--- src/design/rsde_pkg.sv ---
`timescale 1ns / 1ps
`default_nettype none
package rsde_pkg;

	localparam int MAX_WIDTH   = 128;
	localparam int MAX_HEIGHT  = 128;
	localparam int STORE_DEPTH = MAX_WIDTH * MAX_HEIGHT;
	localparam int ADDR_W      = $clog2(STORE_DEPTH);
	localparam int XB          = $clog2(MAX_WIDTH);
	localparam int YB          = $clog2(MAX_HEIGHT);
	localparam int COLOUR_W    = 24;
	localparam int DIM_W       = 8;
	localparam int PROD_W      = YB + DIM_W;
	localparam int POS_W       = 10;
	localparam int EXT_W       = 9;
	localparam int COORD_W     = 12;
	localparam int D_W         = 14;
	localparam int PADDR_W     = 3;
	localparam int PDATA_W     = 32;

	localparam logic [DIM_W-1:0] SIZE_RESET = DIM_W'(128);

	// register select is the word index of the byte address
	localparam logic REG_IDX_WIDTH  = 1'b0;
	localparam logic REG_IDX_HEIGHT = 1'b1;

	// midpoint circle decision terms
	localparam logic signed [D_W-1:0] CIRC_D_INIT   = D_W'(3);
	localparam logic signed [D_W-1:0] CIRC_INC_DIAG = D_W'(10);
	localparam logic signed [D_W-1:0] CIRC_INC_AXIS = D_W'(6);

	typedef enum logic [2:0] {
		FUNC_CLEAR  = 3'd0,
		FUNC_WRITE  = 3'd1,
		FUNC_READ   = 3'd2,
		FUNC_RECT   = 3'd3,
		FUNC_CIRCLE = 3'd4
	} func_t;

	typedef logic signed [COORD_W-1:0] coord_t;

	typedef struct packed {
		logic   valid;
		logic   last;
		logic   wr;
		logic   rd;
		coord_t x;
		coord_t y;
	} point_t;

	typedef enum logic [1:0] {
		ENG_INIT,
		ENG_IDLE,
		ENG_FILL,
		ENG_DRAW
	} eng_state_t;

	typedef enum logic [1:0] {
		GEN_IDLE,
		GEN_RECT,
		GEN_CIRC
	} gen_mode_t;

	typedef enum logic [1:0] {
		EDGE_TOP,
		EDGE_BOTTOM,
		EDGE_LEFT,
		EDGE_RIGHT
	} edge_t;

endpackage
`default_nettype wire

--- src/design/rsde_shape_gen.sv ---
`timescale 1ns / 1ps
`default_nettype none
module rsde_shape_gen (
	input  wire logic                                clk,
	input  wire logic                                arst_n,
	input  wire logic                                go,
	input  wire logic [2:0]                          func,
	input  wire logic signed [rsde_pkg::POS_W-1:0]   pos_x,
	input  wire logic signed [rsde_pkg::POS_W-1:0]   pos_y,
	input  wire logic [rsde_pkg::EXT_W-1:0]          extent_a,
	input  wire logic [rsde_pkg::EXT_W-1:0]          extent_b,
	output rsde_pkg::point_t                         pt
);
	import rsde_pkg::*;

	gen_mode_t mode_q, mode_d;
	edge_t     edge_q, edge_d;
	logic [EXT_W-1:0] idx_q, idx_d, w_q, w_d, h_q, h_d, lim;
	coord_t    ox_q, ox_d, oy_q, oy_d;
	logic signed [EXT_W+1:0] px_q, px_d, py_q, py_d, px1, py1;
	logic signed [D_W-1:0]   d_q, d_d, d1, diff_d;
	logic [2:0] oct_q, oct_d;
	point_t     pt_q, pt_d;
	coord_t     pxc, pyc, idxc, wc, hc;

	assign pxc  = coord_t'(px_q);
	assign pyc  = coord_t'(py_q);
	assign idxc = coord_t'(idx_q);
	assign wc   = coord_t'(w_q);
	assign hc   = coord_t'(h_q);
	assign lim  = (edge_q == EDGE_LEFT || edge_q == EDGE_RIGHT) ? h_q : w_q;

	// next circle step, used after the eighth point of each step
	always_comb begin
		px1    = px_q + (EXT_W+2)'(1);
		py1    = py_q;
		diff_d = '0;
		if (d_q > 0) begin
			py1    = py_q - (EXT_W+2)'(1);
			diff_d = D_W'(px1) - D_W'(py1);
			d1     = d_q + (diff_d <<< 2) + CIRC_INC_DIAG;
		end else begin
			d1 = d_q + (D_W'(px1) <<< 2) + CIRC_INC_AXIS;
		end
	end

	always_comb begin
		mode_d = mode_q;
		edge_d = edge_q;
		idx_d  = idx_q;
		w_d    = w_q;
		h_d    = h_q;
		ox_d   = ox_q;
		oy_d   = oy_q;
		px_d   = px_q;
		py_d   = py_q;
		d_d    = d_q;
		oct_d  = oct_q;
		pt_d   = '0;
		unique case (mode_q)
			GEN_IDLE: begin
				if (go) begin
					ox_d = coord_t'(pos_x);
					oy_d = coord_t'(pos_y);
					unique case (func)
						FUNC_CLEAR: begin
						end
						FUNC_WRITE, FUNC_READ: begin
							pt_d.valid = 1'b1;
							pt_d.last  = 1'b1;
							pt_d.wr    = (func == FUNC_WRITE);
							pt_d.rd    = (func == FUNC_READ);
							pt_d.x     = coord_t'(pos_x);
							pt_d.y     = coord_t'(pos_y);
						end
						FUNC_RECT: begin
							w_d    = extent_a;
							h_d    = extent_b;
							idx_d  = '0;
							edge_d = EDGE_TOP;
							mode_d = GEN_RECT;
						end
						FUNC_CIRCLE: begin
							px_d   = '0;
							py_d   = (EXT_W+2)'(extent_a);
							d_d    = CIRC_D_INIT - (D_W'(extent_a) <<< 1);
							oct_d  = '0;
							mode_d = GEN_CIRC;
						end
						default: begin
							// unknown operation: send a bare token for the result
							pt_d.valid = 1'b1;
							pt_d.last  = 1'b1;
						end
					endcase
				end
			end
			GEN_RECT: begin
				pt_d.valid = 1'b1;
				pt_d.wr    = 1'b1;
				pt_d.last  = (edge_q == EDGE_RIGHT) && (idx_q == lim);
				unique case (edge_q)
					EDGE_TOP: begin
						pt_d.x = ox_q + idxc;
						pt_d.y = oy_q;
					end
					EDGE_BOTTOM: begin
						pt_d.x = ox_q + idxc;
						pt_d.y = oy_q + hc;
					end
					EDGE_LEFT: begin
						pt_d.x = ox_q;
						pt_d.y = oy_q + idxc;
					end
					EDGE_RIGHT: begin
						pt_d.x = ox_q + wc;
						pt_d.y = oy_q + idxc;
					end
					default: begin
					end
				endcase
				if (idx_q == lim) begin
					idx_d  = '0;
					edge_d = edge_t'(edge_q + 2'd1);
					if (edge_q == EDGE_RIGHT) begin
						mode_d = GEN_IDLE;
					end
				end else begin
					idx_d = idx_q + EXT_W'(1);
				end
			end
			GEN_CIRC: begin
				pt_d.valid = 1'b1;
				pt_d.wr    = 1'b1;
				unique case (oct_q)
					3'd0: begin pt_d.x = ox_q + pxc; pt_d.y = oy_q + pyc; end
					3'd1: begin pt_d.x = ox_q - pxc; pt_d.y = oy_q + pyc; end
					3'd2: begin pt_d.x = ox_q + pxc; pt_d.y = oy_q - pyc; end
					3'd3: begin pt_d.x = ox_q - pxc; pt_d.y = oy_q - pyc; end
					3'd4: begin pt_d.x = ox_q + pyc; pt_d.y = oy_q + pxc; end
					3'd5: begin pt_d.x = ox_q - pyc; pt_d.y = oy_q + pxc; end
					3'd6: begin pt_d.x = ox_q + pyc; pt_d.y = oy_q - pxc; end
					3'd7: begin pt_d.x = ox_q - pyc; pt_d.y = oy_q - pxc; end
					default: begin
					end
				endcase
				oct_d = oct_q + 3'd1;
				if (oct_q == 3'd7) begin
					px_d = px1;
					py_d = py1;
					d_d  = d1;
					if (py1 < px1) begin
						pt_d.last = 1'b1;
						mode_d    = GEN_IDLE;
					end
				end
			end
			default: begin
				mode_d = GEN_IDLE;
			end
		endcase
	end

	always_ff @(posedge clk or negedge arst_n) begin
		if (!arst_n) begin
			mode_q <= GEN_IDLE;
			pt_q   <= '0;
		end else begin
			mode_q <= mode_d;
			pt_q   <= pt_d;
		end
	end

	always_ff @(posedge clk) begin
		edge_q <= edge_d;
		idx_q  <= idx_d;
		w_q    <= w_d;
		h_q    <= h_d;
		ox_q   <= ox_d;
		oy_q   <= oy_d;
		px_q   <= px_d;
		py_q   <= py_d;
		d_q    <= d_d;
		oct_q  <= oct_d;
	end

	assign pt = pt_q;

endmodule
`default_nettype wire

--- config.mk ---
export PLATFORM = sky130hd
export DESIGN_NAME = rsde_shape_gen
export DESIGN_NICKNAME = d
export VERILOG_FILES = /design/src/design/rsde_pkg.sv /design/src/design/rsde_shape_gen.sv
export SDC_FILE = /design/constraint.sdc
export NUM_CORES = 1
export LEC_CHECK = 0
export ABC_AREA = 1
export BUFFER_PORTS_ARGS = -buffer_cell sky130_fd_sc_hd__buf_2
export CORE_MARGIN = 5
export CORE_UTILIZATION = 45
export CTS_BUF_LIST = sky130_fd_sc_hd__clkbuf_4
export DETAILED_ROUTE_END_ITERATION = 8
export PLACE_DENSITY = 0.59
export SYNTH_ARGS = -nofsm -noshare
export SYNTH_HDL_FRONTEND = slang
export SYNTH_SLANG_ARGS = --single-unit
--- constraint.sdc ---
create_clock -name clk -period 8 [get_ports clk]
set_input_delay 1.6 -clock clk [delete_from_list [all_inputs] [get_ports clk]]
set_output_delay 1.6 -clock clk [all_outputs]
set_load 0.01 [all_outputs]
## Word-level counts from Yosys, hierarchy flattened

Cells that the tools add are included.

| operators by class | value |
|---|---|
| equality and inequality tests | 25 |
| multipliers | 0 |
| shift-type cells | 0 |
| reduce and logical (&&, ||, !) cells | 17 |
| bitwise logic cells | 0 |
| $lt $le $gt $ge | 2 |
| div/mod/pow operators | 0 |
| multiplexer cells | 43 |
| add/sub/neg operators | 23 |

Operators with widths:

| cell | number |
|---|---|
| 24-bit case mux with 8 select lines | 1 |
| 24-bit case mux with 4 select lines | 1 |
| 11-bit 2-to-1 mux | 7 |
| 24-bit case mux with 3 select lines | 1 |
| 14-bit 2-to-1 mux | 4 |
| 10-bit by 11-bit adder with 12-bit output | 4 |
| 10-bit by 11-bit subtractor with 12-bit output | 4 |
| 10-bit by 10-bit adder with 11-bit output | 4 |
| 11-bit case mux with 2 select lines | 2 |
| 9-bit 2-to-1 mux | 4 |
| 28-bit 2-to-1 mux | 1 |
| 14-bit case mux with 2 select lines | 1 |
| 26-bit 2-to-1 mux | 1 |
| 2-bit 2-to-1 mux | 9 |
| 9-bit case mux with 2 select lines | 1 |
| 3-bit == test, second input constant | 5 |
| 14-bit by 13-bit adder with 14-bit output | 1 |
| 14-bit adder | 1 |
| 14-bit by 4-bit adder with 14-bit output, second input constant | 1 |
| 14-bit by 5-bit adder with 14-bit output, second input constant | 1 |
| 14-bit by 1-bit > comparator with 1-bit output, second input constant | 1 |
| 3-bit by 2-bit == test with 1-bit output, second input constant | 4 |
| 11-bit by 11-bit subtractor with 12-bit output | 1 |
| 11-bit by 2-bit adder with 11-bit output, second input constant | 1 |
| other kinds (30) | 49 |

| storage, ports and cells | value |
|---|---|
| register bits after elaboration | 118 |
| bits in latches | 0 |
| output and inout bits | 28 |
| memories kept | 0 |
| bits in writable memories | 0 |
| bits in read-only memories | 0 |

## Longest topological paths before layout

| depth | value |
|---|---|
| depth in word-level cells | 7 |
| mapped depth | 28 |
| gate-level depth less buffers | 28 |

## Least setup slack after synthesis

No wires, ideal clock.

| path | value |
|---|---|
| path kind | input -> register |
| start point | input port func[1] |
| end point | register d_q[10], enable pin |
| stages | 6 |
| setup slack | 3.748 ns |
| arrival time | 3.813 ns |
| required time | 7.561 ns |
| path buffers | 0 |
| path through | nor2_1 > nand2_1 > nor2_1 > o21bai_1 > nand2_1 > a21oi_1 |

| on the way | value |
|---|---|
| cells in the longest elaborated chain, start to end | 3 |

RTL lines:

| element | line | text |
|---|---|---|
| from (decl) | rsde_shape_gen.sv:7 | `input wire logic [2:0] func,` |
| 3-bit == test | rsde_shape_gen.sv:65 | `unique case (func)` |
| 2-bit by 1-bit inequality test with 1-bit output (no line) | n/a |  |
| 4-bit AND reduction (no line) | n/a |  |
| to (signal assigned) | rsde_shape_gen.sv:183 | `d_q <= d_d;` |
| to (decl) | rsde_shape_gen.sv:21 | `logic signed [D_W-1:0] d_q, d_d, d1, diff_d;` |

No other way between the ends.
A chain may end at the register's enable or synchronous reset.

## Worst setup path after layout

| path | value |
|---|---|
| start point | register px_q[1] |
| end point | register d_q[13], data pin |

| on the way | value |
|---|---|
| cells in the longest elaborated chain, start to end | 7 |
| elaborated cells on any way between the ends | 9 |
| those cells by class | add/sub (6); mux (3) |

RTL lines:

| element | line | text |
|---|---|---|
| from (decl) | rsde_shape_gen.sv:20 | `logic signed [EXT_W+1:0] px_q, px_d, py_q, py_d, px1, py1;` |
| from (signal assigned) | rsde_shape_gen.sv:181 | `px_q <= px_d;` |
| 11-bit by 2-bit adder with 11-bit output (*) | rsde_shape_gen.sv:35 | `px1 = px_q + (EXT_W+2)'(1);` |
| net px1[7] | rsde_shape_gen.sv:20 |  |
| 11-bit by 11-bit subtractor with 12-bit output | rsde_shape_gen.sv:40 | `diff_d = D_W'(px1) - D_W'(py1);` |
| 14-bit adder | rsde_shape_gen.sv:41 | `d1 = d_q + (diff_d <<< 2) + CIRC_INC_DIAG;` |
| 14-bit by 5-bit adder with 14-bit output | rsde_shape_gen.sv:41 |  |
| 14-bit 2-to-1 mux (*) | rsde_shape_gen.sv:38 | `if (d_q > 0) begin` |
| 14-bit 2-to-1 mux (*) | rsde_shape_gen.sv:148 | `if (oct_q == 3'd7) begin` |
| 14-bit case mux with 2 select lines (*) | rsde_shape_gen.sv:60 | `unique case (mode_q)` |
| net d_d[13] | rsde_shape_gen.sv:21 |  |

The timed path passes the listed nets; every way through them passes the cells marked *. The select of a mux whose other input is x is not followed.

==> impl_metrics.json <==
{
  "status": "finished, final reports clean",
  "synthArstFlopShare_pct": 25.64,
  "cp_slowest_cell": "edfxtp_1",
  "start_kind": "flop",
  "ys_top_cells_by_area": "edfxtp_1 (17%), ha_1 (17%), nand2_1 (17%)",
  "final_max_slew_viol_count": 0,
  "path_max_fanout": 6,
  "antenna_found_initial": 2,
  "place.gp.congestion": 0.9863,
  "crit_buf_inv": 5,
  "drc": 0,
  "period_share_pct": 60.11,
  "fp.dieH_um": 194.7,
  "wire_per_inst_um": 20.36,
  "fin_setup_tns_ns": 0,
  "grt_usage_pct": 30.13,
  "synthFlopType": "edfxtp_1",
  "io_buffers": 71,
  "synth_top_family_by_area": "simple AND/OR/NAND/NOR gates",
  "die_w_um": 194.7,
  "vdd_ir_drop_max_uv": 154.8,
  "clock_latency_ns": 0.63,
  "crit_arrival_ns": 5.16,
  "fin_nets": 2680,
  "synthMuxAreaShare_pct": 0,
  "r2r-end": "d_q[13]$_DFFE_PP_",
  "r2r_start": "px_q[1]$_SDFFCE_PN0P_",
  "yosysMostFrequentCell": "nand2_1",
  "path_delay_family": "simple AND/OR/NAND/NOR gates",
  "cts_resized": 0,
  "synth_warnings": 0,
  "start_util_pct": 45.67,
  "drt-total-wl_mm": 58.56,
  "rrSetupSlack_ns": 3.19,
  "grt_pass1_vias": 14790,
  "leakagePower_nw": 8.553,
  "min_period_ns": 4.808,
  "synth_seq_cells": 117,
  "clk_pin_slew_ns": 0.15,
  "synth_common_cells": "nand2_1 (689), inv_1 (353), nand3_1 (263)",
  "cts_tree": "yes",
  "fmax_mhz": 208.0,
  "core_area_um2": 33620,
  "synthSimpleGateAreaFrac_pct": 34.49,
  "io_pins": 72,
  "fin_util_pct": 48.71,
  "critPathMaxStageDelay_ns": 0.57,
  "max_cap_viol_count": 0,
  "setup_viol_count_final": 0,
  "drt-initial-drc-count": 1473,
  "synth-compound-area-share_pct": 11.01,
  "hold_violations": 0,
  "layout-drive-gt1-share_pct": 5.111,
  "dr.pass1.iters": 6,
  "pwr_density_cell_nw_per_um2": 266.2,
  "worst_pin_slew_ns": 1.081,
  "area_growth_syn_to_layout_pct": 6.675,
  "hp-class": "reg -> reg",
  "avgSynthCellArea_um2": 6.461,
  "syn_area_um2": 15350,
  "synth_top_cell_by_area": "edfxtp_1",
  "grt_max_degree": 61,
  "clock-sinks": 117,
  "synth_top_area_share_pct": 17.02,
  "die-area_um2": 37910,
  "rr_worst_depth": 27,
  "skew_ns": 0.04465,
  "synthAdderAreaFrac_pct": 18.91,
  "critPathCaptureType": "flop",
  "netlist_instances": 2376,
  "worstSetupPathType": "reg -> reg",
  "critPathRequiredTime_ns": 8.35,
  "max_slew_margin_pct": 27.94,
  "rsz0062_at_grt": "false",
  "num_vias": 16070,
  "postRouteAntennaNets": 0,
  "overflow": 0,
  "synth_cell_types": 45,
  "holdPathStages": 2,
  "grt_pass1_wl_mm": 87.86,
  "synth-edff-count": 87,
  "synthXorXnorAreaFrac_pct": 3.366,
  "postCtsHoldBufs": 0,
  "routed_via_density": 5.587,
  "clk_path_buf_depth": 2,
  "yosysSeqAreaShare_pct": 21.91,
  "dp_hpwl_mm": 47.80,
  "worstHoldStart": "mode_q[1]$_DFFE_PN0P_",
  "cts_post_setup_buffers_inserted": 0,
  "cts_buffers": 17,
  "rows": 67,
  "cts_root_buf": "clkbuf_4",
  "htree_levels": 4,
  "synth_nets": 2643,
  "worst_hold_path.endpoint": "mode_q[1]$_DFFE_PN0P_"
}
-- flip-flops by register name (all words and copies together) (netlist names), 3 cells and up --
register	count
py_q	11
d_q	13
ox_q	10
idx_q	9
oy_q	10
h_q	9
oct_q	3
pt	28
w_q	9
px_q	11
-- how the worst max path moves through the flow --
stage | slack [ns] | startpoint | cells after the start | endpoint
2_1_floorplan | 3.75 | func[1] | 6 | d_q[10]$_DFFE_PP_
4_1_cts | 3.30 | px_q[1]$_SDFFCE_PN0P_ | 27 | d_q[13]$_DFFE_PP_
5_1_grt | 2.66 | px_q[1]$_SDFFCE_PN0P_ | 27 | d_q[13]$_DFFE_PP_
6_report | 3.19 | px_q[1]$_SDFFCE_PN0P_ | 27 | d_q[13]$_DFFE_PP_
3_3_place_gp | 3.44 | px_q[1]$_SDFFCE_PN0P_ | 27 | d_q[13]$_DFFE_PP_
3_5_place_dp | 3.36 | px_q[1]$_SDFFCE_PN0P_ | 27 | d_q[13]$_DFFE_PP_
-- placed cells by master (no fill, tap or decap), drive strengths merged, types with 18 or more instances in the layout --
| cell type | n |
|---|---|
| buf | 77 |
| a21oi | 138 |
| o21ai | 99 |
| nand2 | 691 |
| edfxtp | 87 |
| ha | 208 |
| nor3 | 22 |
| inv | 356 |
| nand4 | 57 |
| nor2 | 206 |
| xor2 | 42 |
| clkbuf | 18 |
| dfrtp | 30 |
| nand3 | 263 |
-- worst register-to-register path, cell delays in order (launching register included) --
cell	delay, ns
edfxtp_1	0.57
inv_1	0.24
nor3_1	0.22
inv_1	0.09
nor2_1	0.09
inv_1	0.08
nor3_1	0.26
xor2_1	0.29
inv_1	0.13
ha_1	0.35
nand2_1	0.09
inv_1	0.04
nand4_1	0.07
o211ai_1	0.14
nand2_1	0.10
nand2_1	0.05
a21oi_1	0.16
xor2_1	0.17
ha_1	0.25
ha_1	0.34
nand2_1	0.09
nor2_1	0.05
a211oi_1	0.18
nand3_1	0.14
nand3_1	0.11
nand3_1	0.08
nand3_1	0.09
nand2_1	0.06
-- through the flow --
step	cell area [µm²]	power, W	cells	setup slack, ns	hold slack [ns]
finish	16380	0.004359	2876	3.192	0.5781
global route	16380	0.004731	2876	2.663	0.6017
CTS	16370	0.004317	2874	3.296	0.5750
detailed placement	16080	0.003826	2842	3.358	0.5406
global placement	16080	0.003818	2842	3.440	0.5264
floorplan	15350	0.002964	2376	3.748	0.4911
-- cell families after synthesis --
family,after synthesis
buffers and inverters,416
AOI/OAI and AO/OA,304
DFF,117
and+or+nand+nor,1257
xor gates and xnor gates,59
adders and majority gates,223
-- final cells by class --
cell class                      count  area [µm²]
Sequential cell                   117        3363
Tap cell                          448       560.5
Timing Repair Buffer               77       400.4
Inverter                          357        1340
Fill cell                        3587       17240
Clock buffer                       18       135.1
Clock inverter                     14       153.9
Multi-Input combinational cell   1843       10420
Antenna cell                        2       5.005
-- where the power goes --
part / switching [W] / internal [W] / total (W)
clock network: 0.000287 / 0.000190 / 0.000478
logic: 0.00191 / 0.000959 / 0.00287
registers: 0.000200 / 0.000808 / 0.00101
-- routing by layer --
metal  track usage, %  part of all wire, %  vias up
li1                 -                    -     7859
met1            44.18                   47     7446
met2            46.33                   43      690
met3            4.103                  7.4       73
met4            8.828                  2.7        0
met5                0                    0        -
No activity file was read; power rests on OpenSTA's default activity.
